==> config.mk <==
export PLATFORM = sky130hd
export DESIGN_NAME = format_string_tokenizer_core
export DESIGN_NICKNAME = d
export VERILOG_FILES = /design/src/design/fst_pkg.sv /design/src/design/fst_front.sv /design/src/design/fst_queue.sv /design/src/design/format_string_tokenizer_core.sv
export SDC_FILE = /design/constraint.sdc
export NUM_CORES = 1
export LEC_CHECK = 0
export ABC_AREA = 1
export BUFFER_PORTS_ARGS = -buffer_cell sky130_fd_sc_hd__buf_2
export CAP_MARGIN = 25
export CORE_ASPECT_RATIO = 0.6
export CORE_UTILIZATION = 52
export CTS_BUF_LIST = sky130_fd_sc_hd__clkbuf_8 sky130_fd_sc_hd__clkbuf_16
export CTS_CLUSTER_DIAMETER = 150
export DETAILED_ROUTE_END_ITERATION = 8
export GPL_TIMING_DRIVEN = 0
export PLACE_DENSITY = 0.69
export SETUP_SLACK_MARGIN = 0.15
export SYNTH_ARGS = -nofsm -noshare
export SYNTH_HDL_FRONTEND = slang
export SYNTH_SLANG_ARGS = --single-unit
==> constraint.sdc <==
create_clock -name clk_i -period 7.3 [get_ports clk_i]
set_input_delay 0.365 -clock clk_i [delete_from_list [all_inputs] [get_ports clk_i]]
set_output_delay 0.365 -clock clk_i [all_outputs]
set_load 0.03 [all_outputs]
==> src/design/fst_pkg.sv <==
// Package: shared types and constants for the format string tokenizer.
`timescale 1ns / 1ps
package fst_pkg;

  localparam int unsigned MaxArgsDefault = 16;
  localparam logic [7:0] DefaultFloatPrec = 8'd6;
  localparam int unsigned QueueDepth = 4;

  typedef enum logic [3:0] {
    PH_LIT, PH_PCT, PH_IDX, PH_FLAGS, PH_WID, PH_DOT, PH_PREC, PH_LLOOP, PH_DEAD
  } phase_e;

  typedef enum logic [2:0] {
    K_LIT = 3'd0, K_PCT = 3'd1, K_SPEC = 3'd2, K_DONE = 3'd3, K_ERR = 3'd4
  } kind_e;

  typedef enum logic [3:0] {
    T_STR = 4'd0, T_BOOL = 4'd1, T_FLOAT = 4'd2, T_CHAR = 4'd3, T_SIGNED = 4'd4,
    T_UNSIGNED = 4'd5, T_HEX = 4'd6, T_PTR = 4'd7, T_WILD = 4'd8
  } spec_e;

  typedef enum logic [3:0] {
    E_REP_FLAG = 4'd0, E_DUP_IDX = 4'd1, E_MIXED = 4'd2, E_UNTERM = 4'd3,
    E_NO_PREC = 4'd4, E_CHAR_EXTRA = 4'd5, E_PREC_INT = 4'd6, E_BAD_L = 4'd7,
    E_BAD_TYPE = 4'd8, E_UNUSED = 4'd9, E_IDX_BIG = 4'd10
  } err_e;

  localparam logic [7:0] ChPct = 8'h25;
  localparam logic [7:0] ChDollar = 8'h24;
  localparam logic [7:0] ChDot = 8'h2e;
  localparam logic [7:0] ChPlus = 8'h2b;
  localparam logic [7:0] ChMinus = 8'h2d;
  localparam logic [7:0] ChZero = 8'h30;
  localparam logic [7:0] ChNine = 8'h39;
  localparam logic [7:0] ChOne = 8'h31;
  localparam logic [7:0] ChUpX = 8'h58;
  localparam logic [7:0] ChUpP = 8'h50;

  typedef struct packed {
    kind_e       kind;
    logic [3:0]  spec_type;
    logic        upper_case;
    logic [4:0]  arg_index;
    logic [2:0]  flag_bits;
    logic [7:0]  field_width;
    logic [7:0]  precision_value;
    logic        has_precision;
    logic [11:0] literal_length;
    logic [3:0]  error_code;
    logic        end_of_run;
  } token_t;

  // What the front end hands over per character: up to two tokens.
  typedef struct packed {
    logic   v0;
    token_t t0;
    logic   v1;
    token_t t1;
  } step_t;

  function automatic logic [7:0] sat_digit(input logic [7:0] acc, input logic [7:0] c);
    logic [11:0] v;
    v = {1'b0, acc, 3'b000} + {3'b000, acc, 1'b0} + {8'd0, c[3:0]};
    return (v > 12'd255) ? 8'hff : v[7:0];
  endfunction

  function automatic logic is_digit(input logic [7:0] c);
    return (c >= ChZero) && (c <= ChNine);
  endfunction

endpackage

==> src/design/fst_front.sv <==
// Front end: per-character parser state machine producing up to two tokens.
`timescale 1ns / 1ps
module fst_front #(
  parameter int unsigned MaxArgs = fst_pkg::MaxArgsDefault
) (
  input  logic           clk_i,
  input  logic           rst_ni,
  input  logic           step_i,
  input  logic [7:0]     ch_i,
  input  logic           last_i,
  input  logic [7:0]     dflt_prec_i,
  output fst_pkg::step_t step_o
);
  localparam int unsigned CntW = $clog2(MaxArgs + 1);
  localparam int unsigned IdxW = (MaxArgs > 1) ? $clog2(MaxArgs) : 1;

  fst_pkg::phase_e phase_q, phase_d;
  logic [7:0]   idx_q, idx_d;
  logic [2:0]   flag_q, flag_d;
  logic [7:0]   wid_q, wid_d;
  logic [8:0]   prec_q, prec_d;
  logic [2:0]   mode_q, mode_d;
  logic [CntW-1:0] cnt_q, cnt_d;
  logic [MaxArgs-1:0] used_q, used_d;
  logic [11:0]  run_q, run_d;

  // Combinational step evaluation; mirrors the per-character state update.
  always_comb begin
    fst_pkg::token_t tk;
    fst_pkg::token_t a0, a1;
    logic n0, n1;
    logic given;
    logic [7:0] pv;
    logic do_type, do_flags, do_rec;
    logic [7:0] c;
    logic [3:0] r_type;
    logic r_up;
    logic [2:0] r_fl;
    logic [7:0] r_w, r_p;
    logic r_hp;
    logic [2:0] f;
    logic found;
    logic [4:0] first_unused;
    logic [MaxArgs-1:0] need;

    c = ch_i;
    phase_d = phase_q; idx_d = idx_q; flag_d = flag_q; wid_d = wid_q;
    prec_d = prec_q; mode_d = mode_q; cnt_d = cnt_q; used_d = used_q; run_d = run_q;
    a0 = '0; a1 = '0; n0 = 1'b0; n1 = 1'b0;
    do_type = 1'b0; do_flags = 1'b0; do_rec = 1'b0;
    r_type = '0; r_up = 1'b0; r_fl = '0; r_w = '0; r_p = '0; r_hp = 1'b0;
    given = 1'b0; pv = '0; f = '0; found = 1'b0; first_unused = '0; need = '0;
    tk = '0;

    case (phase_q)
      fst_pkg::PH_LIT: begin
        if (c == fst_pkg::ChPct) begin
          if (run_q != 12'd0) begin
            tk = '0; tk.kind = fst_pkg::K_LIT; tk.literal_length = run_q;
            a0 = tk; n0 = 1'b1;
          end
          run_d = '0;
          phase_d = fst_pkg::PH_PCT;
        end else if (run_q != 12'hfff) begin
          run_d = run_q + 12'd1;
        end
      end
      fst_pkg::PH_PCT: begin
        if (c == fst_pkg::ChPct) begin
          tk = '0; tk.kind = fst_pkg::K_PCT; a0 = tk; n0 = 1'b1;
          phase_d = fst_pkg::PH_LIT;
        end else begin
          flag_d = '0; wid_d = '0; prec_d = 9'd256; mode_d[2] = 1'b0;
          if (c >= fst_pkg::ChOne && c <= fst_pkg::ChNine) begin
            idx_d = {4'd0, c[3:0]};
            phase_d = fst_pkg::PH_IDX;
          end else if (mode_q[0]) begin
            tk = '0; tk.kind = fst_pkg::K_ERR; tk.error_code = fst_pkg::E_MIXED;
            a0 = tk; n0 = 1'b1; phase_d = fst_pkg::PH_DEAD;
          end else begin
            mode_d[1] = 1'b1;
            idx_d = 8'(cnt_q) + 8'd1;
            do_flags = 1'b1;
          end
        end
      end
      fst_pkg::PH_IDX: begin
        if (fst_pkg::is_digit(c)) begin
          idx_d = fst_pkg::sat_digit(idx_q, c);
        end else if (c == fst_pkg::ChPct || c == fst_pkg::ChDollar) begin
          if (mode_q[1]) begin
            tk = '0; tk.kind = fst_pkg::K_ERR; tk.error_code = fst_pkg::E_MIXED;
            a0 = tk; n0 = 1'b1; phase_d = fst_pkg::PH_DEAD;
          end else begin
            mode_d[0] = 1'b1;
            if (c == fst_pkg::ChPct) begin
              do_rec = 1'b1; r_type = fst_pkg::T_WILD;
            end else begin
              phase_d = fst_pkg::PH_FLAGS;
            end
          end
        end else if (mode_q[0]) begin
          tk = '0; tk.kind = fst_pkg::K_ERR; tk.error_code = fst_pkg::E_MIXED;
          a0 = tk; n0 = 1'b1; phase_d = fst_pkg::PH_DEAD;
        end else begin
          mode_d[1] = 1'b1; mode_d[2] = 1'b1;
          wid_d = idx_q;
          idx_d = 8'(cnt_q) + 8'd1;
          if (c == fst_pkg::ChDot) phase_d = fst_pkg::PH_DOT;
          else do_type = 1'b1;
        end
      end
      fst_pkg::PH_FLAGS: do_flags = 1'b1;
      fst_pkg::PH_WID: begin
        if (fst_pkg::is_digit(c)) wid_d = fst_pkg::sat_digit(wid_q, c);
        else if (c == fst_pkg::ChDot) phase_d = fst_pkg::PH_DOT;
        else do_type = 1'b1;
      end
      fst_pkg::PH_DOT: begin
        if (fst_pkg::is_digit(c)) begin
          prec_d = {5'd0, c[3:0]}; phase_d = fst_pkg::PH_PREC;
        end else begin
          tk = '0; tk.kind = fst_pkg::K_ERR; tk.error_code = fst_pkg::E_NO_PREC;
          a0 = tk; n0 = 1'b1; phase_d = fst_pkg::PH_DEAD;
        end
      end
      fst_pkg::PH_PREC: begin
        if (fst_pkg::is_digit(c)) prec_d = {1'b0, fst_pkg::sat_digit(prec_q[7:0], c)};
        else do_type = 1'b1;
      end
      fst_pkg::PH_LLOOP: begin
        if (c == "l") begin
        end else if (c == "d" || c == "i" || c == "u") begin
          do_rec = 1'b1;
          r_type = (c == "u") ? fst_pkg::T_UNSIGNED : fst_pkg::T_SIGNED;
          r_fl = flag_q; r_w = wid_q;
        end else begin
          tk = '0; tk.kind = fst_pkg::K_ERR; tk.error_code = fst_pkg::E_BAD_L;
          a0 = tk; n0 = 1'b1; phase_d = fst_pkg::PH_DEAD;
        end
      end
      default: phase_d = fst_pkg::PH_DEAD;
    endcase

    // Flags stage (flag_d already holds the cleared value when entered from '%').
    if (do_flags) begin
      phase_d = fst_pkg::PH_FLAGS;
      f = (c == fst_pkg::ChPlus) ? 3'b001 : (c == fst_pkg::ChMinus) ? 3'b010 :
          (c == fst_pkg::ChZero) ? 3'b100 : 3'b000;
      if (f != 3'b000) begin
        if ((flag_d & f) != 3'b000) begin
          tk = '0; tk.kind = fst_pkg::K_ERR; tk.error_code = fst_pkg::E_REP_FLAG;
          a0 = tk; n0 = 1'b1; phase_d = fst_pkg::PH_DEAD;
        end else begin
          flag_d = flag_d | f;
        end
      end else if (fst_pkg::is_digit(c)) begin
        wid_d = {4'd0, c[3:0]}; phase_d = fst_pkg::PH_WID;
      end else if (c == fst_pkg::ChDot) begin
        phase_d = fst_pkg::PH_DOT;
      end else begin
        do_type = 1'b1;
      end
    end

    // Type character, using the values the fields hold at this point.
    if (do_type) begin
      given = prec_d != 9'd256;
      pv = given ? prec_d[7:0] : 8'd0;
      r_fl = flag_d; r_w = wid_d;
      case (c)
        "s": begin do_rec = 1'b1; r_type = fst_pkg::T_STR; r_p = pv; r_hp = given; end
        "b": begin do_rec = 1'b1; r_type = fst_pkg::T_BOOL; r_p = pv; r_hp = given; end
        "f": begin
          do_rec = 1'b1; r_type = fst_pkg::T_FLOAT;
          r_p = given ? pv : dflt_prec_i; r_hp = 1'b1;
        end
        "c": begin
          if (flag_d != 3'd0 || wid_d != 8'd0 || given) begin
            tk = '0; tk.kind = fst_pkg::K_ERR; tk.error_code = fst_pkg::E_CHAR_EXTRA;
            a0 = tk; n0 = 1'b1; phase_d = fst_pkg::PH_DEAD;
          end else begin
            do_rec = 1'b1; r_type = fst_pkg::T_CHAR; r_fl = '0; r_w = '0;
          end
        end
        "l", "i", "d", "u", "x", "X", "p", "P": begin
          if (given) begin
            tk = '0; tk.kind = fst_pkg::K_ERR; tk.error_code = fst_pkg::E_PREC_INT;
            a0 = tk; n0 = 1'b1; phase_d = fst_pkg::PH_DEAD;
          end else if (c == "l") begin
            phase_d = fst_pkg::PH_LLOOP;
          end else begin
            do_rec = 1'b1;
            r_up = (c == fst_pkg::ChUpX) || (c == fst_pkg::ChUpP);
            if (c == "u") r_type = fst_pkg::T_UNSIGNED;
            else if (c == "x" || c == "X") r_type = fst_pkg::T_HEX;
            else if (c == "p" || c == "P") r_type = fst_pkg::T_PTR;
            else r_type = fst_pkg::T_SIGNED;
          end
        end
        default: begin
          tk = '0; tk.kind = fst_pkg::K_ERR; tk.error_code = fst_pkg::E_BAD_TYPE;
          a0 = tk; n0 = 1'b1; phase_d = fst_pkg::PH_DEAD;
        end
      endcase
    end

    if (do_rec) begin
      tk = '0;
      if (idx_d == 8'd0 || 32'(idx_d) > MaxArgs) begin
        tk.kind = fst_pkg::K_ERR; tk.error_code = fst_pkg::E_IDX_BIG;
        phase_d = fst_pkg::PH_DEAD;
      end else begin
        if (32'(idx_d) > 32'(cnt_q)) cnt_d = CntW'(idx_d);
        if (used_q[IdxW'(idx_d - 8'd1)]) begin
          tk.kind = fst_pkg::K_ERR; tk.error_code = fst_pkg::E_DUP_IDX;
          tk.arg_index = 5'(idx_d);
          phase_d = fst_pkg::PH_DEAD;
        end else begin
          used_d[IdxW'(idx_d - 8'd1)] = 1'b1;
          tk.kind = fst_pkg::K_SPEC; tk.spec_type = r_type; tk.upper_case = r_up;
          tk.arg_index = 5'(idx_d); tk.flag_bits = r_fl; tk.field_width = r_w;
          tk.precision_value = r_p; tk.has_precision = r_hp;
          phase_d = fst_pkg::PH_LIT; run_d = '0;
        end
      end
      a0 = tk; n0 = 1'b1;
    end

    // End of string.
    if (last_i) begin
      tk = '0;
      if (phase_d != fst_pkg::PH_DEAD) begin
        if (phase_d != fst_pkg::PH_LIT) begin
          tk.kind = fst_pkg::K_ERR;
          case (phase_d)
            fst_pkg::PH_DOT:   tk.error_code = fst_pkg::E_NO_PREC;
            fst_pkg::PH_PREC:  tk.error_code = fst_pkg::E_BAD_TYPE;
            fst_pkg::PH_LLOOP: tk.error_code = fst_pkg::E_BAD_L;
            default:           tk.error_code = fst_pkg::E_UNTERM;
          endcase
          a1 = tk; n1 = 1'b1;
        end else begin
          if (run_d != 12'd0) begin
            a0.kind = fst_pkg::K_LIT; a0.literal_length = run_d; n0 = 1'b1;
          end
          for (int i = 0; i < MaxArgs; i++) begin
            need[i] = (32'(i) < 32'(cnt_d)) && !used_d[i];
          end
          for (int i = MaxArgs - 1; i >= 0; i--) begin
            if (need[i]) begin found = 1'b1; first_unused = 5'(i + 1); end
          end
          if (found) begin
            tk.kind = fst_pkg::K_ERR; tk.error_code = fst_pkg::E_UNUSED;
            tk.arg_index = first_unused;
          end else begin
            tk.kind = fst_pkg::K_DONE; tk.arg_index = 5'(cnt_d);
          end
          a1 = tk; n1 = 1'b1;
        end
      end
      phase_d = fst_pkg::PH_LIT; idx_d = '0; flag_d = '0; wid_d = '0;
      prec_d = 9'd256; mode_d = '0; cnt_d = '0; used_d = '0; run_d = '0;
    end

    // Compact: when only one token exists it sits in slot 0.
    if (!n0 && n1) begin
      a0 = a1; n0 = 1'b1; n1 = 1'b0;
    end
    if (n1) a1.end_of_run = 1'b1;
    else a0.end_of_run = 1'b1;
    step_o.v0 = n0; step_o.t0 = a0; step_o.v1 = n1; step_o.t1 = a1;
  end

  always_ff @(posedge clk_i or negedge rst_ni) begin
    if (!rst_ni) begin
      phase_q <= fst_pkg::PH_LIT;
      idx_q <= '0; flag_q <= '0; wid_q <= '0; prec_q <= 9'd256; mode_q <= '0;
      cnt_q <= '0; used_q <= '0; run_q <= '0;
    end else if (step_i) begin
      phase_q <= phase_d; idx_q <= idx_d; flag_q <= flag_d; wid_q <= wid_d;
      prec_q <= prec_d; mode_q <= mode_d; cnt_q <= cnt_d; used_q <= used_d;
      run_q <= run_d;
    end
  end
endmodule

==> src/design/fst_queue.sv <==
// Token queue between the parser and the result port; takes up to two per cycle.
`timescale 1ns / 1ps
module fst_queue (
  input  logic            clk_i,
  input  logic            rst_ni,
  input  logic            push_i,
  input  fst_pkg::step_t  step_i,
  output logic            room_o,
  input  logic            pop_i,
  output logic            empty_o,
  output fst_pkg::token_t head_o
);
  localparam int unsigned Depth = fst_pkg::QueueDepth;
  localparam int unsigned PtrW = $clog2(Depth);

  fst_pkg::token_t mem_q [Depth];
  logic [PtrW-1:0] rd_q, wr_q;
  logic [PtrW:0] cnt_q;
  logic do_pop;
  logic [1:0] n_push;

  assign empty_o = cnt_q == '0;
  assign head_o = mem_q[rd_q];
  assign room_o = 32'(cnt_q) <= Depth - 2;
  assign do_pop = pop_i && !empty_o;
  assign n_push = push_i ? ({1'b0, step_i.v0} + {1'b0, step_i.v1}) : 2'd0;

  always_ff @(posedge clk_i) begin
    if (push_i && step_i.v0) mem_q[wr_q] <= step_i.t0;
    if (push_i && step_i.v1) mem_q[wr_q + PtrW'(1)] <= step_i.t1;
  end

  always_ff @(posedge clk_i or negedge rst_ni) begin
    if (!rst_ni) begin
      rd_q <= '0; wr_q <= '0; cnt_q <= '0;
    end else begin
      wr_q <= wr_q + PtrW'(n_push);
      rd_q <= rd_q + PtrW'(do_pop);
      cnt_q <= cnt_q + (PtrW+1)'(n_push) - (PtrW+1)'(do_pop);
    end
  end
endmodule

==> src/design/format_string_tokenizer_core.sv <==
// Top level of the format string tokenizer.
`timescale 1ns / 1ps
// One character is taken per cycle while full is low; the parser updates its
// state in that cycle and writes zero, one or two tokens into a four-entry
// queue, which drives the result ports from the next cycle on. full rises when
// fewer than two free entries remain, so the input stalls while results are not
// popped, and also when characters that end a string keep causing two tokens
// each faster than one token per cycle is popped.
module format_string_tokenizer_core #(
  parameter int unsigned MaxArgs = fst_pkg::MaxArgsDefault
) (
  input  logic        clk_i,
  input  logic        rst_ni,
  input  logic        push,
  output logic        full,
  input  logic [7:0]  ch_i,
  input  logic        last_i,
  output logic        empty,
  input  logic        pop,
  output logic [2:0]  kind_o,
  output logic [3:0]  spec_type_o,
  output logic        upper_case_o,
  output logic [4:0]  arg_index_o,
  output logic [2:0]  flag_bits_o,
  output logic [7:0]  field_width_o,
  output logic [7:0]  precision_value_o,
  output logic        has_precision_o,
  output logic [11:0] literal_length_o,
  output logic [3:0]  error_code_o,
  output logic        end_of_run_o,
  input  logic        cfg_we_i,
  input  logic [7:0]  cfg_wdata_i
);
  logic [7:0] dflt_q;
  logic room, step;
  fst_pkg::step_t st;
  fst_pkg::token_t head;

  assign full = !room;
  assign step = push && room;

  always_ff @(posedge clk_i or negedge rst_ni) begin
    if (!rst_ni) dflt_q <= fst_pkg::DefaultFloatPrec;
    else if (cfg_we_i) dflt_q <= cfg_wdata_i;
  end

  fst_front #(.MaxArgs(MaxArgs)) u_front (
    .clk_i, .rst_ni, .step_i(step), .ch_i, .last_i, .dflt_prec_i(dflt_q), .step_o(st)
  );

  fst_queue u_queue (
    .clk_i, .rst_ni, .push_i(step), .step_i(st), .room_o(room),
    .pop_i(pop), .empty_o(empty), .head_o(head)
  );

  assign kind_o = head.kind;
  assign spec_type_o = head.spec_type;
  assign upper_case_o = head.upper_case;
  assign arg_index_o = head.arg_index;
  assign flag_bits_o = head.flag_bits;
  assign field_width_o = head.field_width;
  assign precision_value_o = head.precision_value;
  assign has_precision_o = head.has_precision;
  assign literal_length_o = head.literal_length;
  assign error_code_o = head.error_code;
  assign end_of_run_o = head.end_of_run;

  a_two_only_with_one: assert property (@(posedge clk_i) disable iff (!rst_ni)
    st.v1 |-> st.v0) else $error("second token without first");
  a_last_closes: assert property (@(posedge clk_i) disable iff (!rst_ni)
    (step && last_i) |=> u_front.phase_q == fst_pkg::PH_LIT)
    else $error("string not closed");
  a_no_push_full: assert property (@(posedge clk_i) disable iff (!rst_ni)
    full |=> !$rose(u_queue.cnt_q > 3'd4)) else $error("queue overflow");
endmodule

==> impl_metrics.json <==
{
  "status": "complete, no violations",
  "holdWs_ns": 0.0219,
  "finalInstanceArea_um2": 20600,
  "die_area_um2": 34900,
  "slowest_stage": "or3_4",
  "drtAntennaViolNets": 0,
  "fmax_ghz": 0.146,
  "critical_path.endpoint_type": "flip-flop",
  "layout.nets": 2752,
  "firstDrtPassIters": 7,
  "numCtsBuffers": 28,
  "grt.total_usage_pct": 37.9,
  "finalCriticalPeriod_ns": 6.86,
  "slew_headroom_pct": 29.2,
  "cts_buffer_depth": 3,
  "path_class": "reg -> reg",
  "drcViolationCount": 0,
  "vdd_drop_max_mv": 0.295,
  "power.switching_mw": 4.91,
  "grt-ovfl-total": 0,
  "grt_antenna_before_repair": 0,
  "p_clk_share_pct": 16.4,
  "required_ns": 7.76,
  "ys_seq_elements": 282,
  "yosys.area.top_type": "dfxtp_1",
  "crit_path_start": "u_front.idx_q[1]",
  "postLayoutCoreUtil_pct": 62.6,
  "portBuffers": 73,
  "synth_seq_area_share_pct": 37.1,
  "max_stage_delay_ns": 0.46,
  "crit_fanout": 10,
  "power_density_nw_per_um2": 455,
  "routed_via_density": 6.23,
  "placementRows": 51,
  "p_comb_share_pct": 60.8,
  "placed_cell_area_um2": 18700,
  "yosysMostFrequentCell": "nand2_1",
  "grt_pass1_wl_um": 103000,
  "detail_route.wl_per_cell_um": 21.4,
  "tightest_slew_ns": 1.05,
  "hold_class": "in -> reg",
  "fin_total_pwr_mw": 9.39,
  "leakagePower_nw": 9.00,
  "rsz0062_at_grt": "no",
  "io_pins": 74,
  "yosys.area.top_type_share_pct": 16.7,
  "die_w_um": 240,
  "grt_pass1_vias": 17900,
  "syn_area_um2": 17700,
  "fin_skew_ns": 0.0302,
  "r2r-start": "u_front.idx_q[1]",
  "ys.flop_type": "dfxtp_1",
  "drt_iter0_drc": 2444,
  "ys_async_sr_fraction_pct": 29.1,
  "fin_crit_sh_pct": 93.9,
  "drv_cap": 0,
  "clkLatencyLatePin_ns": 0.58,
  "worstHoldStart": "cfg_wdata_i[6]",
  "yosysUniqueCellTypes": 69,
  "setup_viol": 0,
  "vias": 19500,
  "syn_area_per_cell_um2": 7.07,
  "routed_wirelength_um": 67000,
  "p_sw_share_pct": 52.2,
  "maxSlewViolCount": 0,
  "core_area_um2": 33000,
  "synth_edf_count": 52,
  "initial_core_util_pct": 53.8,
  "drive_above_1_share_pct": 15.6,
  "p_seq_share_pct": 22.8,
  "cts_tree": "yes",
  "internal_power_mw": 4.49,
  "area_delta_synth_final_pct": 16.3,
  "cts_max_level": 1,
  "dp_hpwl_um": 49100,
  "synthTopCellsByArea": "dfxtp_1 (17%), dfrtp_1 (11%), nand2_1 (10%)",
  "yosys-top-cells-count": "nand2_1 (472), o21ai_0 (332), nand3_1 (252)",
  "cts-root-buf": "clkbuf_16",
  "clkTransAtPathRegs_ns": 0.08,
  "critPathLaunchType": "flip-flop",
  "hold_viol_final": 0,
  "grt_max_degree": 44,
  "arrival_ns": 7.32,
  "postSynthCellCount": 2508,
  "gp_congestion": 0.969,
  "ys_warn_count": 0,
  "die_h_um": 145,
  "syn_nets": 2603,
  "finalSetupTns_ns": 0,
  "cts_sinks": 282
}
## per-layer routing
layer | share of wire, % | up-vias | global-route usage (%)
li1 | - | 8882 | -
met4 | 3.0 | 2 | 10.5
met2 | 39 | 1202 | 50.7
met5 | 0.031 | - | 2.16
met1 | 44 | 9248 | 56.6
met3 | 14 | 152 | 12.8
## logic make-up after synthesis
family,after synthesis,share of synthesized area (%)
fa+ha+maj,73,5.44
simple gates,1086,27.3
xor+xnor,18,0.889
flops,282,37.1
compound gates,653,20.6
buf+inv,393,8.51
mux,3,0.190
## registers in the layout, summed over array words and instances, names as in the netlist
register	flops
u_front.used_q	16
u_front.flag_q	3
u_front.idx_q	8
u_queue.wr_q	2
u_queue.mem_q	200
u_front.run_q	12
u_queue.cnt_q	3
u_queue.rd_q	2
u_front.wid_q	8
u_front.cnt_q	5
u_front.phase_q	4
dflt_q	8
u_front.mode_q	2
u_front.prec_q	9
## cell type report
class,count,area (um^2)
plain buffers,120,674
well taps,450,563
repair buffers,119,733
inverters,273,1040
fillers,3072,12300
diodes,1,2.50
clock buffers,35,820
clock inverters,16,143
flip-flops and latches,282,6590
multi-input cells,1833,10100
## power by group through the flow
stage	clock network, mW	registers (mW)	logic (mW)
detailed placement	0	2.15	5.06
floorplan	0	2.07	3.62
global placement	0	2.14	4.98
global route	1.60	2.17	6.18
finish	1.54	2.14	5.71
CTS	1.54	2.13	5.26
## through the flow
step / setup WS, ns / std cells
5_1_grt: 0.0951 / 3128
3_3_place_gp: -2.10 / 3031
2_1_floorplan: 0.600 / 2508
6_report: 0.445 / 3129
4_1_cts: 0.161 / 3100
3_5_place_dp: -2.08 / 3033
## worst paths after layout
check	depth (start not counted)	slack, ns	to
worst min-delay path	3	0.02	dflt_q[6]
max in group asynchronous	3	6.20	u_front.prec_q[8]
worst max register to register	43	0.44	u_queue.cnt_q[2]
worst min register to register	2	0.48	u_queue.mem_q[1][16]
min in group asynchronous	2	0.37	u_front.wid_q[6]
worst max-delay path	43	0.44	u_queue.cnt_q[2]
## cell usage in the layout, fill, tap and decap left out, drive strengths merged, types with 6 or more instances in the layout
cell type / count
a31oi: 12
clkinv: 11
o22ai: 137
dfrtp: 79
clkbuf: 132
nand2: 493
o211ai: 13
dfxtp: 148
edfxtp: 52
nor2: 254
fa: 7
nand4: 29
ha: 66
a21oi: 93
xor2: 12
xnor2: 6
nor3: 40
inv: 272
o21ai: 368
buf: 141
nand3: 257
## critical path, delay by kind of cell (launching register included)
| family | cells | cell delay [ns] |
|---|---|---|
| simple gates | 15 | 1.91 |
| fa+ha+maj | 7 | 2.05 |
| buf+inv | 12 | 1.03 |
| compound gates | 7 | 0.97 |
| flops | 1 | 0.45 |
| xor+xnor | 2 | 0.32 |
## timing repair
item                                   4_1_cts  5_1_grt
buffers inserted                            15       27
hold buffers                                 1        0
gates cloned                                 0        0
endpoints found under the hold margin       40        0
setup endpoints to repair                  257      255
pin swaps                                   11       29
resized for setup                          123       99
Power figures use the tool's default switching activity.
